[src/rtl/core/barometric_pressure_compensation_defines.svh]
// Assertion helpers for the pressure compensation block.
`ifndef BAROMETRIC_PRESSURE_COMPENSATION_DEFINES_SVH
`define BAROMETRIC_PRESSURE_COMPENSATION_DEFINES_SVH

`ifndef SYNTHESIS
// check that is held off while reset is high
`define BPC_ASSERT(lbl, clk, rst, prop) \
   lbl: assert property (@(posedge clk) disable iff (rst) prop) \
      else $error("bpc assertion failed");
// check that also holds across reset
`define BPC_ASSERT_ALWAYS(lbl, clk, prop) \
   lbl: assert property (@(posedge clk) prop) \
      else $error("bpc assertion failed");
`else
`define BPC_ASSERT(lbl, clk, rst, prop)
`define BPC_ASSERT_ALWAYS(lbl, clk, prop)
`endif

`endif

[src/rtl/core/bpc_pkg.sv]
package bpc_pkg;

   // register indexes on the csr port
   localparam logic [2:0] REG_PRESS_SENS  = 3'd0;
   localparam logic [2:0] REG_PRESS_OFF   = 3'd1;
   localparam logic [2:0] REG_SENS_TCO    = 3'd2;
   localparam logic [2:0] REG_OFF_TCO     = 3'd3;
   localparam logic [2:0] REG_REF_TEMP    = 3'd4;
   localparam logic [2:0] REG_TEMP_SENS   = 3'd5;
   localparam logic [2:0] REG_VARIANT     = 3'd6;

   // centi-degree constants and the temperature scale
   localparam logic signed [20:0] TEMP_REF    = 21'sd2000;
   localparam logic signed [20:0] TEMP_COLD   = -21'sd1500;
   localparam logic signed [17:0] TEMP_SCALE  = 18'sd83886;

   // second-order factors
   localparam logic signed [47:0] K_OFF2_V0  = 48'sd61;
   localparam logic signed [47:0] K_OFFE_V0  = 48'sd15;
   localparam logic signed [47:0] K_SENSE_V0 = 48'sd8;
   localparam logic signed [47:0] K_D_V1     = 48'sd5;
   localparam logic signed [47:0] K_OFFE_V1  = 48'sd7;
   localparam logic signed [47:0] K_SENSE_V1 = 48'sd11;

   typedef struct packed {
      logic [23:0] raw_pressure;
      logic [23:0] raw_temperature;
   } req_type;

   typedef struct packed {
      logic signed [31:0] pressure_q8;
      logic signed [31:0] temperature_q8;
      logic               result_valid;
   } rsp_type;

   typedef struct packed {
      logic [15:0] press_sens;
      logic [15:0] press_off;
      logic [15:0] sens_tco;
      logic [15:0] off_tco;
      logic [15:0] ref_temp;
      logic [15:0] temp_sens;
      logic        variant;
   } cfg_type;

   // first-order terms
   typedef struct packed {
      logic [23:0]        rp;
      logic               bad;
      logic signed [19:0] temp;
      logic signed [47:0] off;
      logic signed [47:0] sens;
      logic signed [19:0] t2;
   } first_type;

   // corrected terms
   typedef struct packed {
      logic [23:0]        rp;
      logic               bad;
      logic signed [47:0] off;
      logic signed [39:0] sens;
      logic signed [20:0] tmt;
   } corr_type;

endpackage

[src/rtl/core/bpc_final.sv]
module bpc_final (
   input  logic              clock,
   input  logic              reset,
   input  logic              in_valid,
   output logic              in_ready,
   input  bpc_pkg::corr_type in_data,
   output logic              out_valid,
   input  logic              out_ready,
   output bpc_pkg::rsp_type  out_data
);
   import bpc_pkg::*;

   logic [2:0] v_ff, v_in, en;

   // stage 7: split product P * SENS, temperature scaling
   logic               s7_bad_ff;
   logic signed [47:0] s7_off_ff;
   logic [43:0]        s7_pp_lo_ff, s7_pp_lo_in;
   logic signed [44:0] s7_pp_hi_ff, s7_pp_hi_in;
   logic signed [38:0] s7_tm_ff, s7_tm_in;
   // stage 8: product sum
   logic               s8_bad_ff;
   logic signed [47:0] s8_off_ff;
   logic signed [47:0] s8_q_ff, s8_q_in;
   logic signed [31:0] s8_t_ff, s8_t_in;
   // stage 9: output register
   rsp_type            s9_ff, s9_in;

   logic signed [65:0] prod, prod_sh;
   logic signed [38:0] tm_sh;
   logic signed [47:0] p_diff, p_sh;

   assign en[2]    = !v_ff[2] || out_ready;
   assign en[1]    = !v_ff[1] || en[2];
   assign en[0]    = !v_ff[0] || en[1];
   assign in_ready = en[0];

   always_comb begin
      v_in[0] = en[0] ? in_valid : v_ff[0];
      v_in[1] = en[1] ? v_ff[0]  : v_ff[1];
      v_in[2] = en[2] ? v_ff[1]  : v_ff[2];
   end

   assign s7_pp_lo_in = in_data.rp * in_data.sens[19:0];
   assign s7_pp_hi_in = $signed({1'b0, in_data.rp}) * $signed(in_data.sens[39:20]);
   assign s7_tm_in    = in_data.tmt * TEMP_SCALE;

   always_comb begin
      prod    = (66'(s7_pp_hi_ff) <<< 20) + $signed({22'd0, s7_pp_lo_ff});
      prod_sh = prod >>> 21;
      s8_q_in = 48'(prod_sh);
      tm_sh   = s7_tm_ff >>> 15;
      s8_t_in = 32'(tm_sh);
   end

   always_comb begin
      p_diff = s8_q_ff - s8_off_ff;
      p_sh   = p_diff >>> 7;
      if (s8_bad_ff) begin
         s9_in = '0;
      end else begin
         s9_in.pressure_q8    = 32'(p_sh);
         s9_in.temperature_q8 = s8_t_ff;
         s9_in.result_valid   = 1'b1;
      end
   end

   always_ff @(posedge clock) begin
      if (reset) begin
         v_ff <= '0;
      end else begin
         v_ff <= v_in;
      end
      if (en[0]) begin
         s7_bad_ff   <= in_data.bad;
         s7_off_ff   <= in_data.off;
         s7_pp_lo_ff <= s7_pp_lo_in;
         s7_pp_hi_ff <= s7_pp_hi_in;
         s7_tm_ff    <= s7_tm_in;
      end
      if (en[1]) begin
         s8_bad_ff <= s7_bad_ff;
         s8_off_ff <= s7_off_ff;
         s8_q_ff   <= s8_q_in;
         s8_t_ff   <= s8_t_in;
      end
      if (en[2]) begin
         s9_ff <= s9_in;
      end
   end

   assign out_valid = v_ff[2];
   assign out_data  = s9_ff;

endmodule

[config.mk]
export PLATFORM = sky130hd
export DESIGN_NAME = bpc_final
export DESIGN_NICKNAME = d
export VERILOG_FILES = /design/src/rtl/core/barometric_pressure_compensation_defines.svh /design/src/rtl/core/bpc_pkg.sv /design/src/rtl/core/bpc_final.sv
export SDC_FILE = /design/constraint.sdc
export NUM_CORES = 2
export LEC_CHECK = 0
export BUFFER_PORTS_ARGS = -buffer_cell sky130_fd_sc_hd__buf_2
export CAP_MARGIN = 20
export CORE_MARGIN = 8
export CORE_UTILIZATION = 51
export CTS_CLUSTER_SIZE = 12
export DETAILED_ROUTE_END_ITERATION = 10
export HOLD_SLACK_MARGIN = 0.1
export PLACE_DENSITY = 0.76
export SLEW_MARGIN = 10
export SYNTH_ARGS = -nofsm -noshare
export SYNTH_HDL_FRONTEND = slang
export SYNTH_SLANG_ARGS = --single-unit
[constraint.sdc]
create_clock -name clock -period 17.3 [get_ports clock]
set_input_delay 0.865 -clock clock [delete_from_list [all_inputs] [get_ports clock]]
set_output_delay 0.865 -clock clock [all_outputs]
set_load 0.01 [all_outputs]
Word level (Yosys, flattened, before mapping)
Cells that the tools add are included.
Widths: inputs -> output; s select.
- memories kept: 0
- input port bits: 138
- output and inout port bits: 67
- logic and storage cells: 27
- memory bits (read-only): 0
- register bits: 325
- RAM bits: 0
- latch bits: 0
- equal/unequal tests: 0
- add/subtract/negate cells: 2
- order comparisons: 0
- div/mod/pow operators: 0
- bitwise gates (word level): 0
- shifts and indexed selects: 0
- multipliers: 3
- muxes and demuxes: 1
- reductions and logical operators: 6
- operators with widths (cell ; number):
    $add 60x45->60 ; 1
    $mul 24x20->44 ; 1
    $mul 25x20->40 ; 1
    $sub 39x39->39 ; 1
    $mul 21x17->38 const B ; 1
    $logic_not 1->1 ; 3
    $logic_or 1x1->1 ; 3
    $mux 1 ; 1

Longest topological paths before layout
- depth after elaboration: 4
- gate-level depth with buffers: 27
- depth with buffers taken out: 26

Worst setup path after synthesis
OpenSTA, ideal clock, no wires.
- path type: input to register
- start point: input in_data[32] in the netlist's numbering
- end point: register s7_pp_lo_ff[42], data pin
- data required time: 17042 ps
- slack: 10049 ps
- data arrival time: 6994 ps
- cell stages on the path: 25
- buffers on the path: 1
- path through: clkbuf_1 -> nand2_1 -> fa_1 -> inv_1 -> fa_1 -> inv_1 -> fa_1 -> inv_1 -> fa_1 -> fa_1 -> fa_1 -> inv_1 -> fa_1 -> inv_1 -> ha_1 -> nand4_1 -> or3_1 -> a221o_1 -> o211ai_1 -> nand3_1 -> nand4b_1 -> a31oi_1 -> o311ai_1 -> a21oi_1 -> xnor2_1
- cells in the longest elaborated chain, start to end: 1
- RTL lines (what ; line ; RTL):
    start, declared ; bpc_final.sv:6 ; input bpc_pkg::corr_type in_data,
    $mul 24x20->44 ; bpc_final.sv:44 ; assign s7_pp_lo_in = in_data.rp * in_data.sens[19:0];
    net s7_pp_lo_in[42] ; bpc_final.sv:18 ; logic [43:0] s7_pp_lo_ff, s7_pp_lo_in;
    end signal, assigned ; bpc_final.sv:77 ; s7_pp_lo_ff <= s7_pp_lo_in;
    end, declared ; bpc_final.sv:18 ;
The timed path passes the listed nets, and every way through them passes these cells.
A chain may end at the register's enable or synchronous reset.

Worst setup path in the final report
- start point: input in_data[120] in the netlist's numbering
- end point: register s7_pp_lo_ff[42], data pin
The elaborated chain is that of the path after synthesis.

==> flow_metrics.env <==
export IMPL_max_cap_viol_count=0
export IMPL_skew_ps=13.4
export IMPL_cp_arrival_ps=8420
export IMPL_initial_core_util_pct=51.2
export IMPL_hold_path_class="flop to flop"
export IMPL_syn_cell_area_sq_um=49300
export IMPL_io_pins=205
export IMPL_slowest_delay_ps=780
export IMPL_first_pass_iters=5
export IMPL_worst_pin_slew_ps=1050
export IMPL_antenna_found_initial=11
export IMPL_synth_compound_area_share_pct=4.81
export IMPL_post_cts_resized=0
export IMPL_clock_sinks=291
export IMPL_place_gp_congestion=0.910
export IMPL_hold_violations=0
export IMPL_highest_layer="met5"
export IMPL_layout_commonest_cell="inv_1"
export IMPL_synth_simple_area_share_pct=13.3
export IMPL_synth_seq_cells=291
export IMPL_insertion_delay_ps=540
export IMPL_synth_edf_count=288
export IMPL_fp_dieArea_sq_um=107000
export IMPL_crit_buf_inv=7
export IMPL_drc=0
export IMPL_pre_cts_slack_ps=8600
export IMPL_utilization_pct=54.2
export IMPL_viasPerCell=5.31
export IMPL_cts_buffer_depth=3
export IMPL_max_freq_mhz=123
export IMPL_routedWlPerCell_um=18.0
export IMPL_muxShareOfSynthArea_pct=0.104
export IMPL_htreeDepth=1
export IMPL_path_max_fanout=40
export IMPL_grt_max_degree=72
export IMPL_clkTransAtPathRegs_ps=60
export IMPL_whs_path_depth=0
export IMPL_synth_fa_ha_area_share_pct=50.6
export IMPL_synth_top_area_share_pct=38.0
export IMPL_ant_nets=0
export IMPL_first_global_vias=36000
export IMPL_wl_met3_mm=6.88
export IMPL_synth_top_cell_by_area="fa_1"
export IMPL_slowest_stage="buf_2"
export IMPL_met2WireLength_mm=57.9
export IMPL_grt_overflow=0
export IMPL_syn2layout_area_growth_pct=5.76
export IMPL_wirelength_mm=113
export IMPL_ys_seq_area_share_pct=17.7
export IMPL_cts_tree="yes"
export IMPL_synthArstFlopShare_pct=0
export IMPL_crit_required_ps=17590
export IMPL_grt_pass1_wl_mm=184
export IMPL_postSynthNetCount=6473
export IMPL_grtUsageTotal_pct=21.2
export IMPL_endpoint_kind="flop"
export IMPL_fp_dieW_um=327
export IMPL_crit_cells=26
export IMPL_synth_top_family_by_area="adder cells"
export IMPL_ys_types=75
export IMPL_nFillCells=8278
export IMPL_dieHeight_um=327
export IMPL_num_vias=33200
export IMPL_critPathTopFamily="adder cells"
export IMPL_cts_buffers=29
export IMPL_max_slew_margin_pct=29.8
export IMPL_nets=6524
export IMPL_fin_crit_ps=8130
export IMPL_portBuffers=195
export IMPL_core_sq_um=96300
export IMPL_syn_area_per_cell_sq_um=10.1
export IMPL_finalSetupViolCount=0
export IMPL_cp_start_kind="primary input"
export IMPL_rsz0062_at_grt="no"
export IMPL_drt_initial_drc_count=1774
export IMPL_yosys_top_cells_area="fa_1, edfxtp_1, ha_1"
export IMPL_rows=114
export IMPL_setup_ws_ps=9170
export IMPL_dp_hpwl_mm=87.5
export IMPL_synthCells=4901
export IMPL_synth_warnings=0
export IMPL_r2r_cells=11
export IMPL_postCtsSetupBuffers=0
export IMPL_maxSlewViolCount=0
export IMPL_path_common_cell="fa_1"
export IMPL_final_cell_mix="inv_1, fa_1, and2_1"
export IMPL_synth_xor_area_share_pct=3.04
export IMPL_drive_above_1_share_pct=5.64
export IMPL_ys_flop_type="edfxtp_1"
export IMPL_tns_ps=0
export IMPL_critical_path_class="primary input to flop"
export IMPL_status="complete, no violations"
export IMPL_hold_buffers=0
export IMPL_met1Wirelength_mm=43.6
export IMPL_root_buffer="clkbuf_16"
export IMPL_finalCritPeriodShare_pct=47.0
## per-layer routing
| metal | GRT usage [%] | up-vias |
|---|---|---|
| met5 | 0 | - |
| met4 | 7.24 | 2 |
| met3 | 2.79 | 282 |
| met2 | 38.1 | 1076 |
| met1 | 26.1 | 16900 |
| li1 | - | 14900 |
## area by class of cell
type | instances | area (sq um) | share of cell area (%)
diodes | 9 | 22.5 | 0.0432
clock buffers | 40 | 787 | 1.51
clock inverters | 4 | 67.6 | 0.130
inverters | 1168 | 4390 | 8.41
multi-input cells | 3249 | 35500 | 68.0
flip-flops and latches | 291 | 8710 | 16.7
well taps | 1276 | 1600 | 3.06
repair buffers | 213 | 1110 | 2.13
## state kept, by name, summed over array words and instances (netlist names)
register	cells
s7_bad_ff	1
s8_off_ff	39
s7_off_ff	39
out_data	57
s8_bad_ff	1
s8_t_ff	24
s8_q_ff	39
s7_pp_hi_ff	40
s7_tm_ff	24
s7_pp_lo_ff	24
v_ff	3
## synth_stat cells (21+ instances only)
library cell / count
inv_1: 1168
fa_1: 935
and2_1: 510
ha_1: 499
nand2_1: 493
edfxtp_1: 288
clkbuf_1: 183
xnor2_1: 125
a21oi_1: 99
nor2_1: 99
a21o_1: 74
xor2_1: 46
o21ai_0: 42
nor2b_1: 41
nand2b_1: 27
nor3_1: 25
nand3_1: 24
and3_1: 21
o21a_1: 21
## cells by family after synthesis
| kind of cell | Yosys count |
|---|---|
| xor gates and xnor gates | 171 |
| and+or+nand+nor | 1292 |
| adders and majority gates | 1434 |
| buffers and inverters | 1361 |
| AOI/OAI and AO/OA | 347 |
| DFF | 291 |
| muxes | 5 |
## through the flow
step / cells / cell area [sq um] / hold slack (ps)
after global placement: 6197 / 51300 / 401
after detailed placement: 6197 / 51300 / 405
final: 6250 / 52100 / 413
after global routing: 6247 / 52100 / 422
after CTS: 6241 / 52100 / 415
after floorplan: 4901 / 49300 / 400
## path summary, 6_finish.rpt
check | startpoint | slack (ps) | endpoint
hold / removal | s7_tm_ff[29]$_DFFE_PP_ | 410 | s8_t_ff[14]$_DFFE_PP_
setup reg to reg | s8_q_ff[10]$_DFFE_PP_ | 13850 | out_data[63]$_SDFFCE_PP0P_
setup / recovery | in_data[120] | 9170 | s7_pp_lo_ff[42]$_DFFE_PP_
hold reg to reg | s7_tm_ff[29]$_DFFE_PP_ | 410 | s8_t_ff[14]$_DFFE_PP_
Power is not shown: default switching activity piles up to over one toggle a cycle in this logic, so the estimate is an artifact.
