==> config.mk <==
export PLATFORM = sky130hd
export DESIGN_NAME = bpc_first
export DESIGN_NICKNAME = d
export VERILOG_FILES = /design/src/rtl/core/barometric_pressure_compensation_defines.svh /design/src/rtl/core/bpc_pkg.sv /design/src/rtl/core/bpc_first.sv
export SDC_FILE = /design/constraint.sdc
export NUM_CORES = 2
export LEC_CHECK = 0
export BUFFER_PORTS_ARGS = -buffer_cell sky130_fd_sc_hd__buf_4
export CAP_MARGIN = 15
export CORE_MARGIN = 2
export CORE_UTILIZATION = 60
export DETAILED_ROUTE_END_ITERATION = 16
export PLACE_DENSITY = 0.75
export SLEW_MARGIN = 20
export SYNTH_ARGS = -nofsm -noshare
export SYNTH_HDL_FRONTEND = slang
export SYNTH_SLANG_ARGS = --single-unit
==> constraint.sdc <==
create_clock -name clock -period 11 [get_ports clock]
set_clock_uncertainty 0.15 [all_clocks]
set_input_delay 2.75 -clock clock [delete_from_list [all_inputs] [get_ports clock]]
set_output_delay 2.75 -clock clock [all_outputs]
set_load 0.05 [all_outputs]
==> src/rtl/core/barometric_pressure_compensation_defines.svh <==
// Assertion helpers for the pressure compensation block.
`ifndef BAROMETRIC_PRESSURE_COMPENSATION_DEFINES_SVH
`define BAROMETRIC_PRESSURE_COMPENSATION_DEFINES_SVH

`ifndef SYNTHESIS
// check that is held off while reset is high
`define BPC_ASSERT(lbl, clk, rst, prop) \
   lbl: assert property (@(posedge clk) disable iff (rst) prop) \
      else $error("bpc assertion failed");
// check that also holds across reset
`define BPC_ASSERT_ALWAYS(lbl, clk, prop) \
   lbl: assert property (@(posedge clk) prop) \
      else $error("bpc assertion failed");
`else
`define BPC_ASSERT(lbl, clk, rst, prop)
`define BPC_ASSERT_ALWAYS(lbl, clk, prop)
`endif

`endif

==> src/rtl/core/bpc_pkg.sv <==
package bpc_pkg;

   // register indexes on the csr port
   localparam logic [2:0] REG_PRESS_SENS  = 3'd0;
   localparam logic [2:0] REG_PRESS_OFF   = 3'd1;
   localparam logic [2:0] REG_SENS_TCO    = 3'd2;
   localparam logic [2:0] REG_OFF_TCO     = 3'd3;
   localparam logic [2:0] REG_REF_TEMP    = 3'd4;
   localparam logic [2:0] REG_TEMP_SENS   = 3'd5;
   localparam logic [2:0] REG_VARIANT     = 3'd6;

   // centi-degree constants and the temperature scale
   localparam logic signed [20:0] TEMP_REF    = 21'sd2000;
   localparam logic signed [20:0] TEMP_COLD   = -21'sd1500;
   localparam logic signed [17:0] TEMP_SCALE  = 18'sd83886;

   // second-order factors
   localparam logic signed [47:0] K_OFF2_V0  = 48'sd61;
   localparam logic signed [47:0] K_OFFE_V0  = 48'sd15;
   localparam logic signed [47:0] K_SENSE_V0 = 48'sd8;
   localparam logic signed [47:0] K_D_V1     = 48'sd5;
   localparam logic signed [47:0] K_OFFE_V1  = 48'sd7;
   localparam logic signed [47:0] K_SENSE_V1 = 48'sd11;

   typedef struct packed {
      logic [23:0] raw_pressure;
      logic [23:0] raw_temperature;
   } req_type;

   typedef struct packed {
      logic signed [31:0] pressure_q8;
      logic signed [31:0] temperature_q8;
      logic               result_valid;
   } rsp_type;

   typedef struct packed {
      logic [15:0] press_sens;
      logic [15:0] press_off;
      logic [15:0] sens_tco;
      logic [15:0] off_tco;
      logic [15:0] ref_temp;
      logic [15:0] temp_sens;
      logic        variant;
   } cfg_type;

   // first-order terms
   typedef struct packed {
      logic [23:0]        rp;
      logic               bad;
      logic signed [19:0] temp;
      logic signed [47:0] off;
      logic signed [47:0] sens;
      logic signed [19:0] t2;
   } first_type;

   // corrected terms
   typedef struct packed {
      logic [23:0]        rp;
      logic               bad;
      logic signed [47:0] off;
      logic signed [39:0] sens;
      logic signed [20:0] tmt;
   } corr_type;

endpackage

==> src/rtl/core/bpc_first.sv <==
module bpc_first (
   input  logic               clock,
   input  logic               reset,
   input  bpc_pkg::cfg_type   cfg,
   input  logic               in_valid,
   output logic               in_ready,
   input  bpc_pkg::req_type   in_data,
   output logic               out_valid,
   input  logic               out_ready,
   output bpc_pkg::first_type out_data
);
   import bpc_pkg::*;

   logic [2:0] v_ff, v_in, en;

   // stage 1: dT
   logic [23:0]        s1_rp_ff;
   logic               s1_bad_ff;
   logic signed [24:0] s1_dt_ff, s1_dt_in;
   // stage 2: products with dT
   logic [23:0]        s2_rp_ff;
   logic               s2_bad_ff;
   logic signed [41:0] s2_mt_ff, s2_mt_in;
   logic signed [41:0] s2_mo_ff, s2_mo_in;
   logic signed [41:0] s2_ms_ff, s2_ms_in;
   logic signed [49:0] s2_dd_ff, s2_dd_in;
   // stage 3: TEMP, OFF, SENS, T2
   first_type          s3_ff, s3_in;

   logic signed [41:0] mt_sh, mo_sh, ms_sh;
   logic signed [49:0] dd_sh;
   logic [47:0]        off_base, sens_base;

   assign en[2]    = !v_ff[2] || out_ready;
   assign en[1]    = !v_ff[1] || en[2];
   assign en[0]    = !v_ff[0] || en[1];
   assign in_ready = en[0];

   always_comb begin
      v_in[0] = en[0] ? in_valid : v_ff[0];
      v_in[1] = en[1] ? v_ff[0]  : v_ff[1];
      v_in[2] = en[2] ? v_ff[1]  : v_ff[2];
   end

   assign s1_dt_in = $signed({1'b0, in_data.raw_temperature})
                   - $signed({1'b0, cfg.ref_temp, 8'd0});

   assign s2_mt_in = s1_dt_ff * $signed({1'b0, cfg.temp_sens});
   assign s2_mo_in = s1_dt_ff * $signed({1'b0, cfg.off_tco});
   assign s2_ms_in = s1_dt_ff * $signed({1'b0, cfg.sens_tco});
   assign s2_dd_in = s1_dt_ff * s1_dt_ff;

   always_comb begin
      mt_sh     = s2_mt_ff >>> 23;
      dd_sh     = s2_dd_ff >>> 31;
      mo_sh     = cfg.variant ? (s2_mo_ff >>> 7) : (s2_mo_ff >>> 6);
      ms_sh     = cfg.variant ? (s2_ms_ff >>> 8) : (s2_ms_ff >>> 7);
      off_base  = cfg.variant ? (48'(cfg.press_off) << 16) : (48'(cfg.press_off) << 17);
      sens_base = cfg.variant ? (48'(cfg.press_sens) << 15)
                              : (48'(cfg.press_sens) << 16);
      s3_in.rp   = s2_rp_ff;
      s3_in.bad  = s2_bad_ff;
      s3_in.temp = $signed(mt_sh[19:0]) + 20'(TEMP_REF);
      s3_in.off  = $signed(off_base) + 48'(mo_sh);
      s3_in.sens = $signed(sens_base) + 48'(ms_sh);
      s3_in.t2   = $signed(dd_sh[19:0]);
   end

   always_ff @(posedge clock) begin
      if (reset) begin
         v_ff <= '0;
      end else begin
         v_ff <= v_in;
      end
      if (en[0]) begin
         s1_rp_ff  <= in_data.raw_pressure;
         s1_bad_ff <= (in_data.raw_pressure == '0) || (in_data.raw_temperature == '0);
         s1_dt_ff  <= s1_dt_in;
      end
      if (en[1]) begin
         s2_rp_ff  <= s1_rp_ff;
         s2_bad_ff <= s1_bad_ff;
         s2_mt_ff  <= s2_mt_in;
         s2_mo_ff  <= s2_mo_in;
         s2_ms_ff  <= s2_ms_in;
         s2_dd_ff  <= s2_dd_in;
      end
      if (en[2]) begin
         s3_ff <= s3_in;
      end
   end

   assign out_valid = v_ff[2];
   assign out_data  = s3_ff;

endmodule

[Word level (Yosys, flattened, before mapping)]
Cells that the tools add are included.
Word-level totals
  input bits: 149
  RAM bits: 0
  bits in registers: 414
  memories: 0
  bits in read-only memories: 0
  bits in latches: 0
  logic and storage cells: 39
  output and inout port bits: 163
Cells by class
  shifts and indexed selects: 0
  add/sub/neg operators: 4
  reductions and logical operators: 9
  eq/ne operators: 0
  multiply operators: 4
  order comparisons: 0
  multiplexer cells: 4
  div/mod/pow operators: 0
  bitwise gates (word level): 0
Operators by type and width (count)
  $mul A25 B17 Y42: 3
  $mul A25 B25 Y50: 1
  $logic_not A24 Y1: 2
  $add A34 B36 Y37: 1
  $add A33 B35 Y36: 1
  $mux W35: 1
  $mux W34: 1
  $mux W33: 1
  $mux W32: 1
  $sub A24 B24 Y25: 1
  $add A19 B12 Y20 const B: 1
  $logic_or A1 B1 Y1: 4
  $logic_not A1 Y1: 3

[Longest topological paths before layout]
  word-level depth: 4
  gate-level depth with buffers: 29

[Least setup slack after synthesis]
No wires, ideal clock.
  path kind: input-to-reg
  start point: input port cfg[38] (netlist name)
  end point: register s2_mo_ff[40] (data pin)
  data arrival time: 9000 ps
  data required time: 10588 ps
  slack: 1588 ps
  path buffers: 2
  cell stages on the path: 25
  setup time: 262 ps
  path through: clkbuf_1 -> clkbuf_1 -> nand2_1 -> fa_1 -> inv_1 -> fa_1 -> inv_1 -> fa_1 -> inv_1 -> fa_1 -> inv_1 -> fa_1 -> inv_1 -> fa_1 -> ha_1 -> a41o_1 -> a221oi_2 -> o21ai_1 -> a21oi_1 -> a21oi_1 -> o41a_1 -> a41o_1 -> a211oi_4 -> o21ai_1 -> xor2_1
Between the ends
  longest elaborated chain between the ends: 1
Ends and longest elaborated chain
  from (decl): RTL line bpc_first.sv:4  | input bpc_pkg::cfg_type cfg,
  $mul A25 B17 Y42: RTL line bpc_first.sv:49  | assign s2_mo_in = s1_dt_ff * $signed({1'b0, cfg.off_tco});
  named net s2_mo_in[40]: RTL line bpc_first.sv:24  | logic signed [41:0] s2_mo_ff, s2_mo_in;
  to (signal assigned): RTL line bpc_first.sv:84  | s2_mo_ff <= s2_mo_in;
  to (decl): RTL line bpc_first.sv:24
The timed path passes the listed nets, and every way through them passes these cells.
A chain may end at the register's enable or synchronous reset.

[Final worst setup path]
  start point: register s1_dt_ff[24]
  end point: register s2_dd_ff[47] (data pin)
Between the ends
  longest elaborated chain between the ends: 1
Ends and longest elaborated chain
  from (decl): RTL line bpc_first.sv:19  | logic signed [24:0] s1_dt_ff, s1_dt_in;
  from (signal assigned): RTL line bpc_first.sv:78  | s1_dt_ff <= s1_dt_in;
  $mul A25 B25 Y50: RTL line bpc_first.sv:51  | assign s2_dd_in = s1_dt_ff * s1_dt_ff;
  named net s2_dd_in[47]: RTL line bpc_first.sv:26  | logic signed [49:0] s2_dd_ff, s2_dd_in;
  to (signal assigned): RTL line bpc_first.sv:86  | s2_dd_ff <= s2_dd_in;
  to (decl): RTL line bpc_first.sv:26
The timed path passes the listed nets, and every way through them passes these cells.

==> run_results.csv <==
group,metric,value,unit
run_status,status,"complete, no violations",
worst_setup_path,crit_family,"adder cells",
cells_and_area,layout_common_cells,"inv_1 (2,034), fa_1 (1,776), nand2_1 (954), and2_1 (605), ha_1 (506)",
logic_synthesis,syn_area,74700,sq um
logic_synthesis,synth-simple-area-share,12.1,%
worst_setup_path,crit_path_top_delay_cell,"o21ai_1",
cells_and_area,fin_nets,10000,
logic_synthesis,synth-edff-count,321,
global_routing,grt_pass1_wl,291000,microns
clocking,clk_latency,0.65,ns
logic_synthesis,synth_fa_ha_area_share,56.0,%
worst_setup_path,ff2ff_setup_slack,1.63,ns
logic_synthesis,yosys_register_bits,324,
worst_setup_path,cp_num_buf_inv,6,
logic_synthesis,synth.avg_cell_area,9.95,sq um
logic_synthesis,synth_top_area_share,47.6,%
logic_synthesis,synthTopCellsByArea,"fa_1 (48%), edfxtp_1 (13%), inv_1 (10%)",
timing,finalHoldViolCount,0,
placed_design,hpwl,138000,microns
routing,drc_errors,0,
worst_setup_path,reg2reg_depth,24,
timing,finalSetupViolations,0,
logic_synthesis,netlist_instances,7514,
timing,rsz0062_at_grt,"false",
routing,postRouteAntennaNets,0,
job,maxCapViolCount,0,
worst_setup_path,critPathLaunchType,"flop",
logic_synthesis,synth_warnings,0,
global_routing,grt_use_total,29.1,%
timing,max_freq,0.107,GHz
timing,final_max_slew_viol_count,0,
routing,wl_per_cell,19.0,microns
die,rows,129,
placed_design,routabilityCongestion,0.907,
clocking,post_cts.repair.setup_buffers,0,
timing,min_period_over_period,85.2,%
cells_and_area,drive_gt1_share,7.01,%
cells_and_area,syn_to_final_growth,6.46,%
placed_design,portBuffers,311,
die,fp.dieArea,127000,sq um
clocking,clkTransAtPathRegs,0.06,ns
worst_setup_path,required,11.25,ns
worst_setup_path,slowest_delay,0.74,ns
global_routing,grt_antenna_before_repair,9,
timing,slew_headroom,36.0,%
logic_synthesis,synthMuxAreaShare,1.48,%
worst_setup_path,worstSetupPathType,"reg2reg",
logic_synthesis,yosys_most_used_dff,"edfxtp_1",
worst_setup_path,path_max_fanout,11,
routing,drtIter0Drc,2915,
die,initial_core_util,60.4,%
worst_setup_path,timing.rr.start,"s1_dt_ff[24]",
cells_and_area,fillers,9823,
routing,first_pass_iters,6,
worst_setup_path,arrival,9.62,ns
logic_synthesis,synthesis.nets,9945,
logic_synthesis,yosys.area.top_type,"fa_1",
clocking,root_buffer,"clkbuf_16",
global_routing,grt_max_degree,75,
timing,min_period,9.37,ns
die,die_w,357,microns
clocking,cts_tree,"yes",
worst_hold_path,hp-class,"reg2reg",
logic_synthesis,async_flop_share,0,%
routing,viasPerCell,5.39,
logic_synthesis,ys_types,70,
timing,worstMarginPinSlew,0.960,ns
global_routing,grt_pass1_vias,56000,
clocking,cts_buffer_depth,3,
global_routing,gr-total-overflow,0,
worst_setup_path,setup.worst_path.end_class,"flop",
die,die_h,357,microns
clocking,ctsHoldBuffers,0,
worst_hold_path,worstHoldStart,"s1_rp_ff[2]",
clocking,ctsResizeCount,0,
logic_synthesis,synth_xor_area_share,2.16,%
worst_setup_path,cp_num_cells,24,
worst_setup_path,startpoint,"s1_dt_ff[24]",
logic_synthesis,yosysSeqAreaShare,13.0,%
worst_setup_path,crit_path_frequent_cell,"fa_1",
die,fp.coreArea,124000,sq um
routing,wirelength,175000,microns
clocking,clock-sinks,324,
logic_synthesis,synth_compound_area_share,3.19,%
worst_setup_path,crit_end,"s2_dd_ff[47]",
clocking,htree_num_levels,2,
logic_synthesis,synth_top_family_by_area,"adder cells",
worst_setup_path,rr_endpoint,"s2_dd_ff[47]",
timing,tns,0,ns
worst_setup_path,cp_cell_sequence,"buf_4 > nand2_1 > inv_1 > fa_1 > fa_1 > inv_1 > fa_1 > inv_1 > fa_1 > fa_1 > fa_1 > inv_1 > fa_1 > inv_1 > ha_1 > nand3_1 > o21ai_1 > a211oi_1 > o211ai_1 > o21ai_1 > o31ai_1 > o21a_1 > nand2_1 > a221oi_1",
routing,vias,49800,
cells_and_area,final_common_cell,"inv_1",
clocking,cts-buffers-inserted,40,
die,io_pins,312,
-- Yosys cell counts, drive strengths merged, types with 8 or more instances --
cell type / n
a211oi: 17
a21boi: 8
a21o: 38
a21oi: 105
a31oi: 9
and2: 605
and3: 16
buf: 25
clkbuf: 316
edfxtp: 321
fa: 1776
ha: 506
inv: 2036
mux2: 92
nand2: 955
nand2b: 14
nand3: 29
nand4: 17
nor2: 130
nor2b: 46
nor3: 30
nor4: 15
o211ai: 10
o21a: 37
o21ai: 69
o21bai: 12
xnor2: 136
xor2: 48
-- metal layers --
layer	up-vias	share of wire [%]	track usage, %	wire, microns
li1	22000	-	-	-
met1	25600	39	37.9	68100
met2	1866	50	50.7	88100
met3	349	7.9	4.74	13900
met4	6	3.1	8.15	5370
met5	-	0.026	0	46
-- cells by family (layout without fill, tap and decap cells) --
| kind of cell | after synthesis | in the layout |
|---|---|---|
| buffers and inverters | 2377 | 2469 |
| xor gates and xnor gates | 184 | 184 |
| muxes | 99 | 99 |
| other | 0 | 6 |
| AOI/OAI and AO/OA | 363 | 363 |
| DFF | 324 | 324 |
| and+or+nand+nor | 1885 | 1885 |
| adders and majority gates | 2282 | 2282 |
-- state kept, by name, summed over array words and instances (netlist names) --
| register | count |
|---|---|
| v_ff | 3 |
| s2_rp_ff | 24 |
| s1_bad_ff | 1 |
| s2_dd_ff | 19 |
| s1_rp_ff | 24 |
| out_data | 137 |
| s2_ms_ff | 35 |
| s2_mo_ff | 36 |
| s2_mt_ff | 19 |
| s1_dt_ff | 25 |
| s2_bad_ff | 1 |
-- cell type report --
class                   count  area (sq um)  area share [%]
well taps                1637          2050            2.57
inverters                2036          7650            9.62
multi-input cells        4813         56000            70.4
clock inverters            24           323           0.406
flip-flops and latches    324          9700            12.2
clock buffers              46          1020            1.29
repair buffers            363          2770            3.48
diodes                      6          15.0          0.0189
-- worst min path at each step --
stage                          endpoint  slack (ns)  depth (start not counted)
after floorplan             out_data[0]        0.25                          0
after global placement    out_data[137]        0.25                          0
after detailed placement    s2_rp_ff[4]        0.25                          0
after CTS                   s2_rp_ff[2]        0.27                          0
after global routing        out_data[0]        0.27                          0
final                       s2_rp_ff[2]        0.27                          0
-- stage by stage --
stage | utilization, % | cells | setup WS, ns | area [sq um] | hold WS [ns]
6_report | 64.3 | 9249 | 1.63 | 79600 | 0.265
5_1_grt | 64.3 | 9249 | 1.26 | 79600 | 0.275
4_1_cts | 64.3 | 9242 | 1.64 | 79500 | 0.267
3_5_place_dp | 63.2 | 9172 | 1.24 | 78200 | 0.255
3_3_place_gp | 63.2 | 9172 | 1.29 | 78200 | 0.250
2_1_floorplan | - | 7514 | 1.59 | 74700 | 0.250
Power is not shown: default switching activity piles up to over one toggle a cycle in this logic, so the estimate is an artifact.
