===== config.mk =====
export PLATFORM = sky130hd
export DESIGN_NAME = bpc_corr
export DESIGN_NICKNAME = d
export VERILOG_FILES = /design/src/rtl/core/barometric_pressure_compensation_defines.svh /design/src/rtl/core/bpc_pkg.sv /design/src/rtl/core/bpc_corr.sv
export SDC_FILE = /design/constraint.sdc
export NUM_CORES = 2
export LEC_CHECK = 0
export BUFFER_PORTS_ARGS = -buffer_cell sky130_fd_sc_hd__buf_2
export CAP_MARGIN = 30
export CORE_MARGIN = 2
export CORE_UTILIZATION = 40
export CTS_CLUSTER_DIAMETER = 30
export DETAILED_ROUTE_END_ITERATION = 8
export PLACE_DENSITY = 0.57
export SYNTH_ARGS = -nofsm -noshare
export SYNTH_HDL_FRONTEND = slang
export SYNTH_SLANG_ARGS = --single-unit

===== constraint.sdc =====
create_clock -name clock -period 11.2 [get_ports clock]
set_clock_uncertainty 0.2 [all_clocks]
set_input_delay 1.68 -clock clock [delete_from_list [all_inputs] [get_ports clock]]
set_output_delay 1.68 -clock clock [all_outputs]
set_load 0.005 [all_outputs]

===== src/rtl/core/barometric_pressure_compensation_defines.svh =====
// Assertion helpers for the pressure compensation block.
`ifndef BAROMETRIC_PRESSURE_COMPENSATION_DEFINES_SVH
`define BAROMETRIC_PRESSURE_COMPENSATION_DEFINES_SVH

`ifndef SYNTHESIS
// check that is held off while reset is high
`define BPC_ASSERT(lbl, clk, rst, prop) \
   lbl: assert property (@(posedge clk) disable iff (rst) prop) \
      else $error("bpc assertion failed");
// check that also holds across reset
`define BPC_ASSERT_ALWAYS(lbl, clk, prop) \
   lbl: assert property (@(posedge clk) prop) \
      else $error("bpc assertion failed");
`else
`define BPC_ASSERT(lbl, clk, rst, prop)
`define BPC_ASSERT_ALWAYS(lbl, clk, prop)
`endif

`endif


===== src/rtl/core/bpc_pkg.sv =====
package bpc_pkg;

   // register indexes on the csr port
   localparam logic [2:0] REG_PRESS_SENS  = 3'd0;
   localparam logic [2:0] REG_PRESS_OFF   = 3'd1;
   localparam logic [2:0] REG_SENS_TCO    = 3'd2;
   localparam logic [2:0] REG_OFF_TCO     = 3'd3;
   localparam logic [2:0] REG_REF_TEMP    = 3'd4;
   localparam logic [2:0] REG_TEMP_SENS   = 3'd5;
   localparam logic [2:0] REG_VARIANT     = 3'd6;

   // centi-degree constants and the temperature scale
   localparam logic signed [20:0] TEMP_REF    = 21'sd2000;
   localparam logic signed [20:0] TEMP_COLD   = -21'sd1500;
   localparam logic signed [17:0] TEMP_SCALE  = 18'sd83886;

   // second-order factors
   localparam logic signed [47:0] K_OFF2_V0  = 48'sd61;
   localparam logic signed [47:0] K_OFFE_V0  = 48'sd15;
   localparam logic signed [47:0] K_SENSE_V0 = 48'sd8;
   localparam logic signed [47:0] K_D_V1     = 48'sd5;
   localparam logic signed [47:0] K_OFFE_V1  = 48'sd7;
   localparam logic signed [47:0] K_SENSE_V1 = 48'sd11;

   typedef struct packed {
      logic [23:0] raw_pressure;
      logic [23:0] raw_temperature;
   } req_type;

   typedef struct packed {
      logic signed [31:0] pressure_q8;
      logic signed [31:0] temperature_q8;
      logic               result_valid;
   } rsp_type;

   typedef struct packed {
      logic [15:0] press_sens;
      logic [15:0] press_off;
      logic [15:0] sens_tco;
      logic [15:0] off_tco;
      logic [15:0] ref_temp;
      logic [15:0] temp_sens;
      logic        variant;
   } cfg_type;

   // first-order terms
   typedef struct packed {
      logic [23:0]        rp;
      logic               bad;
      logic signed [19:0] temp;
      logic signed [47:0] off;
      logic signed [47:0] sens;
      logic signed [19:0] t2;
   } first_type;

   // corrected terms
   typedef struct packed {
      logic [23:0]        rp;
      logic               bad;
      logic signed [47:0] off;
      logic signed [39:0] sens;
      logic signed [20:0] tmt;
   } corr_type;

endpackage


===== src/rtl/core/bpc_corr.sv =====
module bpc_corr (
   input  logic               clock,
   input  logic               reset,
   input  bpc_pkg::cfg_type   cfg,
   input  logic               in_valid,
   output logic               in_ready,
   input  bpc_pkg::first_type in_data,
   output logic               out_valid,
   input  logic               out_ready,
   output bpc_pkg::corr_type  out_data
);
   import bpc_pkg::*;

   logic [2:0] v_ff, v_in, en;

   // stage 4: squares of the temperature distances
   logic [23:0]        s4_rp_ff;
   logic               s4_bad_ff, s4_lo_ff, s4_vlo_ff;
   logic signed [47:0] s4_off_ff, s4_sens_ff;
   logic signed [20:0] s4_tmt_ff;
   logic signed [41:0] s4_dsq_ff, s4_dsq_in, s4_esq_ff, s4_esq_in;
   // stage 5: OFF2, SENS2
   logic [23:0]        s5_rp_ff;
   logic               s5_bad_ff;
   logic signed [47:0] s5_off_ff, s5_sens_ff;
   logic signed [20:0] s5_tmt_ff;
   logic signed [47:0] s5_off2_ff, s5_off2_in, s5_sens2_ff, s5_sens2_in;
   // stage 6: corrected terms
   corr_type           s6_ff, s6_in;

   logic signed [20:0] d, e;
   logic signed [47:0] dsq, esq, off2_d, sens2_d, off2_e, sens2_e;

   assign en[2]    = !v_ff[2] || out_ready;
   assign en[1]    = !v_ff[1] || en[2];
   assign en[0]    = !v_ff[0] || en[1];
   assign in_ready = en[0];

   always_comb begin
      v_in[0] = en[0] ? in_valid : v_ff[0];
      v_in[1] = en[1] ? v_ff[0]  : v_ff[1];
      v_in[2] = en[2] ? v_ff[1]  : v_ff[2];
   end

   assign d         = 21'(in_data.temp) - TEMP_REF;
   assign e         = 21'(in_data.temp) - TEMP_COLD;
   assign s4_dsq_in = d * d;
   assign s4_esq_in = e * e;

   // squares are nonnegative, so the divides are plain shifts
   always_comb begin
      dsq = 48'(s4_dsq_ff);
      esq = 48'(s4_esq_ff);
      if (cfg.variant) begin
         off2_d  = (dsq * K_D_V1) >>> 1;
         sens2_d = (dsq * K_D_V1) >>> 2;
         off2_e  = esq * K_OFFE_V1;
         sens2_e = (esq * K_SENSE_V1) >>> 1;
      end else begin
         off2_d  = (dsq * K_OFF2_V0) >>> 4;
         sens2_d = dsq <<< 1;
         off2_e  = esq * K_OFFE_V0;
         sens2_e = esq * K_SENSE_V0;
      end
      s5_off2_in  = '0;
      s5_sens2_in = '0;
      if (s4_lo_ff) begin
         s5_off2_in  = s4_vlo_ff ? off2_d + off2_e : off2_d;
         s5_sens2_in = s4_vlo_ff ? sens2_d + sens2_e : sens2_d;
      end
   end

   always_comb begin
      s6_in.rp   = s5_rp_ff;
      s6_in.bad  = s5_bad_ff;
      s6_in.off  = s5_off_ff - s5_off2_ff;
      s6_in.sens = 40'(s5_sens_ff - s5_sens2_ff);
      s6_in.tmt  = s5_tmt_ff;
   end

   always_ff @(posedge clock) begin
      if (reset) begin
         v_ff <= '0;
      end else begin
         v_ff <= v_in;
      end
      if (en[0]) begin
         s4_rp_ff   <= in_data.rp;
         s4_bad_ff  <= in_data.bad;
         s4_lo_ff   <= 21'(in_data.temp) < TEMP_REF;
         s4_vlo_ff  <= 21'(in_data.temp) < TEMP_COLD;
         s4_off_ff  <= in_data.off;
         s4_sens_ff <= in_data.sens;
         // T2 only applies below 20.00 C
         s4_tmt_ff  <= (21'(in_data.temp) < TEMP_REF)
                       ? 21'(in_data.temp) - 21'(in_data.t2)
                       : 21'(in_data.temp);
         s4_dsq_ff  <= s4_dsq_in;
         s4_esq_ff  <= s4_esq_in;
      end
      if (en[1]) begin
         s5_rp_ff    <= s4_rp_ff;
         s5_bad_ff   <= s4_bad_ff;
         s5_off_ff   <= s4_off_ff;
         s5_sens_ff  <= s4_sens_ff;
         s5_tmt_ff   <= s4_tmt_ff;
         s5_off2_ff  <= s5_off2_in;
         s5_sens2_ff <= s5_sens2_in;
      end
      if (en[2]) begin
         s6_ff <= s6_in;
      end
   end

   assign out_valid = v_ff[2];
   assign out_data  = s6_ff;

endmodule


* After elaboration in Yosys (flattened, before gate mapping)
Index checks and enable logic that the tools add are counted.
Operators by class: shift-type cells 0, equal/unequal tests 0, bitwise logic cells 0, magnitude comparators 2, divide/modulo/power cells 0, $add $sub $neg 7, reductions and logical operators 6, $mul 7, muxes and demuxes 7
Operators by type and width (count):
- 2-to-1 mux 48 bit | 3
- 2-to-1 mux 40 bit | 3
- multiplier 42 x 4 -> 46 bit (second input constant) | 2
- multiplier 21 x 21 -> 42 bit | 2
- adder 48 bit | 1
- multiplier 42 x 7 -> 48 bit (second input constant) | 1
- subtractor 48 bit | 1
- multiplier 42 x 5 -> 47 bit (second input constant) | 1
- multiplier 42 x 5 -> 41 bit (second input constant) | 1
- subtractor 20 x 12 -> 21 bit (second input constant) | 2
- adder 40 bit | 1
- < comparator 20 x 12 -> 1 bit (second input constant) | 2
- subtractor 40 bit | 1
- 2-to-1 mux 21 bit | 1
- subtractor 20 x 20 -> 21 bit | 1
- logical NOT 1 bit | 3
- logical OR 1 bit | 3
Word-level totals: output and inout port bits 136, RAM bits 0, register bits 579, bits in latches 0, memories kept 0, logic and storage cells 53, ROM bits 0

* Depth between registers and ports, before layout
depth after elaboration 4, gate-level depth with buffers 41, gate-level depth less buffers 38

* Least setup slack after synthesis
OpenSTA, ideal clock, no wires.
path kind input to register, start in in_data[118] (netlist bit), end reg s4_esq_ff[41], data pin, arrival 10.526 ns, required time 10.740 ns, path slack 0.214 ns, stages on the path 40, path through clkbuf_1 inv_2 buf_1 ha_1 inv_1 a21o_1 nor3_1 inv_1 o21ai_0 nand2_1 and2_1 xnor2_1 inv_1 clkbuf_1 nand2_1 fa_1 inv_1 fa_1 [4 not listed] fa_1 fa_1 inv_1 fa_1 inv_1 ha_1 a21o_1 a21o_1 a21o_1 a221oi_1 nor2b_1 o311ai_1 o211ai_1 a311o_1 nand4_1 nand4b_1 a21oi_1 xnor2_1
On the way: longest elaborated chain between the ends 2
RTL lines:
- start: declaration | line bpc_corr.sv:7 | input bpc_pkg::first_type in_data,
- subtractor 20 x 12 -> 21 bit | line bpc_corr.sv:46 | assign e = 21'(in_data.temp) - TEMP_COLD;
- multiplier 21 x 21 -> 42 bit | line bpc_corr.sv:48 | assign s4_esq_in = e * e;
- named net s4_esq_in[41] | line bpc_corr.sv:21 | logic signed [41:0] s4_dsq_ff, s4_dsq_in, s4_esq_ff, s4_esq_in;
- end signal: assignment | line bpc_corr.sv:99 | s4_esq_ff <= s4_esq_in;
- end: declaration | line bpc_corr.sv:21
The timed path passes the listed nets, and every way through them passes these cells. A chain may end at the register's enable or synchronous reset.

* Worst setup path in the final report
start in in_data[121] (netlist bit), end reg s4_esq_ff[40], data pin
The elaborated chain is that of the path after synthesis.

==> impl_metrics.json <==
{
  "yosys_warnings": 0,
  "hold_viol_final": 0,
  "die_w_um": 445,
  "worst_pin_slew_ns": 1.13,
  "finalCriticalPeriod_ns": 10.64,
  "cp-start-kind": "input port",
  "clock-sinks": 575,
  "row_count": 162,
  "antenna_found_initial": 15,
  "timing.reg2reg.setup_slack_ns": 2.60,
  "path_max_fanout": 8,
  "reg2reg_from": "s4_dsq_ff[6]$_DFFE_PP_",
  "finalCritPeriodShare_pct": 95.0,
  "end_kind": "flop",
  "htree_levels": 4,
  "holdBufCountCts": 0,
  "gr-usage-met2_pct": 36.3,
  "cts_tree": "done",
  "status": "finished, final reports clean",
  "yosysUniqueCellTypes": 102,
  "cts_buffers": 137,
  "routed_wl_mm": 215,
  "finalSetupViolations": 0,
  "crit_top_cell": "fa_1",
  "gr-total-overflow": 0,
  "async_flop_share_pct": 0,
  "fill_cells": 18500,
  "dp_hpwl_mm": 178,
  "drc_errors": 0,
  "nets": 10500,
  "pin_count": 398,
  "gp_congestion": 0.942,
  "max_freq_ghz": 0.0940,
  "seq_area_frac_synth_pct": 22.1,
  "grt_pass1_wl_mm": 340,
  "cts-resized-gates": 0,
  "grt_use_met1_pct": 29.1,
  "antenna_left": 0,
  "fin_hold_ws_ns": 0.199,
  "drt-pass1-iter-count": 8,
  "synth_cells": 7998,
  "rsz0062_at_grt": "no",
  "clk_pin_slew_ns": 0.05,
  "multi_input_area_sq_mm": 0.0539,
  "busiest_layer": "met2",
  "hold_depth": 0,
  "syn_area_sq_mm": 0.0779,
  "relSlewSlack_pct": 24.2,
  "grt_max_degree": 146,
  "grtUsageMet3_pct": 3.71,
  "die_h_um": 445,
  "drv_cap": 0,
  "layout-drive-gt1-share_pct": 8.54,
  "reg2reg_to": "s5_off2_ff[42]$_SDFFCE_PN0P_",
  "via_count": 57100,
  "grt_usage_pct": 22.0,
  "die_area_sq_mm": 0.198,
  "core_sq_mm": 0.194,
  "ys.flop_type": "edfxtp_1",
  "drt_iter0_drc": 3456,
  "io_buffers": 293,
  "worst_r2r_path_depth": 27,
  "slowest_stage": "xnor2_1",
  "hp-class": "flop to flop",
  "regArea_sq_mm": 0.0172,
  "vias_per_cell": 5.19,
  "synth_enable_flop_cells": 572,
  "hold_end": "out_data[18]$_DFFE_PP_",
  "crit_type": "input port to flop",
  "clk_latency_ns": 0.77,
  "synth_seq_cells": 575,
  "post_cts_buffers": 0,
  "hp-start": "s5_tmt_ff[18]$_DFFE_PP_",
  "avgSynthCellArea_sq_um": 9.74,
  "grt_pass1_vias": 60100,
  "cts_root_buf": "clkbuf_16",
  "drv_slew": 0,
  "initial_core_util_pct": 40.1,
  "cpPeakStageDelay_ns": 0.88,
  "cts_buffer_depth": 3,
  "arrival_ns": 10.92,
  "areaGrowthSynthToFinish_pct": 12.5,
  "required_ns": 11.48,
  "wire_per_inst_um": 19.5
}
## state kept, by name, summed over array words and instances, names as in the netlist
signal / cells
s4_dsq_ff: 40
out_data: 134
s5_sens2_ff: 40
s5_rp_ff: 24
s4_bad_ff: 1
s4_tmt_ff: 21
s4_lo_ff: 1
s5_off_ff: 48
s4_esq_ff: 40
s4_vlo_ff: 1
s5_sens_ff: 40
s5_bad_ff: 1
s4_rp_ff: 24
s5_off2_ff: 48
v_ff: 3
s4_off_ff: 48
s4_sens_ff: 40
s5_tmt_ff: 21
## cell usage in the layout, fill, tap and decap left out, types with 20 or more instances in the layout
cell and n:
a211oi_1 44, a21boi_0 25, a21o_1 260, a21oi_1 443
a31oi_1 51, and2_1 33, and3_1 48, buf_2 294
buf_4 106, bufinv_16 20, clkbuf_16 137, clkinv_1 27
clkinv_2 23, edfxtp_1 572, fa_1 1066, ha_1 815
inv_1 1610, mux2i_1 26, nand2_1 614, nand2b_1 75
nand3_1 96, nand4_1 45, nor2_1 475, nor2b_1 64
nor3_1 77, o211a_1 51, o211ai_1 20, o21a_1 56
o21ai_0 338, o21bai_1 72, o31ai_1 23, or2_2 23
or3_1 26, xnor2_1 310, xor2_1 185
## metrics by stage
stage	setup slack, ns	TNS, ns	util, %	instance area (sq um)	std cells
final	0.561	0	45.1	87600	11000
after global routing	0.0000151	0	45.1	87600	11000
after CTS	0.680	0	45.1	87600	11000
after detailed placement	-0.149	-0.375	42.6	82700	10800
after global placement	-0.0969	-0.170	42.6	82700	10800
after floorplan	0.214	0	-	77900	8000
## worst max-delay path by stage
stage,startpoint,endpoint,slack [ns],depth (start not counted)
floorplan,in_data[118],s4_esq_ff[41]$_DFFE_PP_,0.21,40
global placement,in_data[120],s4_esq_ff[41]$_DFFE_PP_,-0.1,38
detailed placement,in_data[120],s4_esq_ff[41]$_DFFE_PP_,-0.15,36
CTS,in_data[120],s4_esq_ff[41]$_DFFE_PP_,0.68,36
global route,in_data[120],s4_esq_ff[41]$_DFFE_PP_,0.00002,38
finish,in_data[121],s4_esq_ff[40]$_DFFE_PP_,0.56,34
## layout make-up
| class | instances | area share [%] |
|---|---|---|
| multi-input combinational | 5613 | 61.5 |
| sequential | 575 | 19.7 |
| inverter | 1628 | 6.99 |
| clock buffer | 149 | 3.99 |
| tap | 2542 | 3.63 |
| timing repair buffer | 404 | 2.66 |
| clock inverter | 101 | 1.60 |
| antenna | 5 | 0.0143 |
## Yosys cell counts, types with 15 or more instances
| cell type | instances | area (sq um) |
|---|---|---|
| and3_1 | 48 | 300 |
| o211a_1 | 51 | 510 |
| o21a_1 | 56 | 420 |
| a211oi_1 | 44 | 330 |
| nand2b_1 | 75 | 469 |
| a21oi_1 | 443 | 2220 |
| fa_1 | 1066 | 21300 |
| nor2_1 | 475 | 1780 |
| xor2_1 | 185 | 1620 |
| ha_1 | 815 | 10200 |
| mux2i_1 | 26 | 260 |
| or2_2 | 23 | 144 |
| xnor2_1 | 311 | 2720 |
| a21o_1 | 260 | 1950 |
| inv_1 | 1612 | 6050 |
| edfxtp_1 | 572 | 17200 |
| o21bai_1 | 72 | 541 |
| nand3_1 | 96 | 480 |
| or3_1 | 26 | 163 |
| nor2b_1 | 65 | 407 |
| a31oi_1 | 51 | 319 |
| clkbuf_1 | 149 | 559 |
| and2_1 | 33 | 206 |
| buf_1 | 24 | 90.1 |
| a31o_2 | 18 | 158 |
| a21boi_0 | 25 | 188 |
| nor3_1 | 77 | 385 |
| o31ai_1 | 23 | 173 |
| nand4_1 | 45 | 282 |
| o21ai_0 | 338 | 1690 |
| o211ai_1 | 20 | 150 |
| nor4_1 | 15 | 93.8 |
| nand2_1 | 615 | 2310 |
## routing by layer
layer	wire length (um)	up-vias
li1	-	27100
met3	12300	336
met4	7580	20
met5	106	-
met2	99300	1566
met1	95900	28100
## critical path, delay by kind of cell
| family | cells | cell delay [ns] |
|---|---|---|
| XOR/XNOR | 2 | 1.05 |
| AO/OA/AOI/OAI | 9 | 2.25 |
| buffers and inverters | 8 | 1.04 |
| adder cells (fa/ha/maj) | 8 | 3.62 |
| AND/OR/NAND/NOR | 7 | 1.25 |
## logic make-up after synthesis
group | share of synthesized area [%]
other cells | 0.00964
compound gates | 13.2
fa+ha+maj | 40.5
flops | 22.1
mux | 0.498
buf+inv | 8.78
xor+xnor | 5.57
simple gates | 9.38
Power is left out: the tool's default activity adds up to more than one toggle a clock period on the data nets, which glitch-free logic cannot reach.
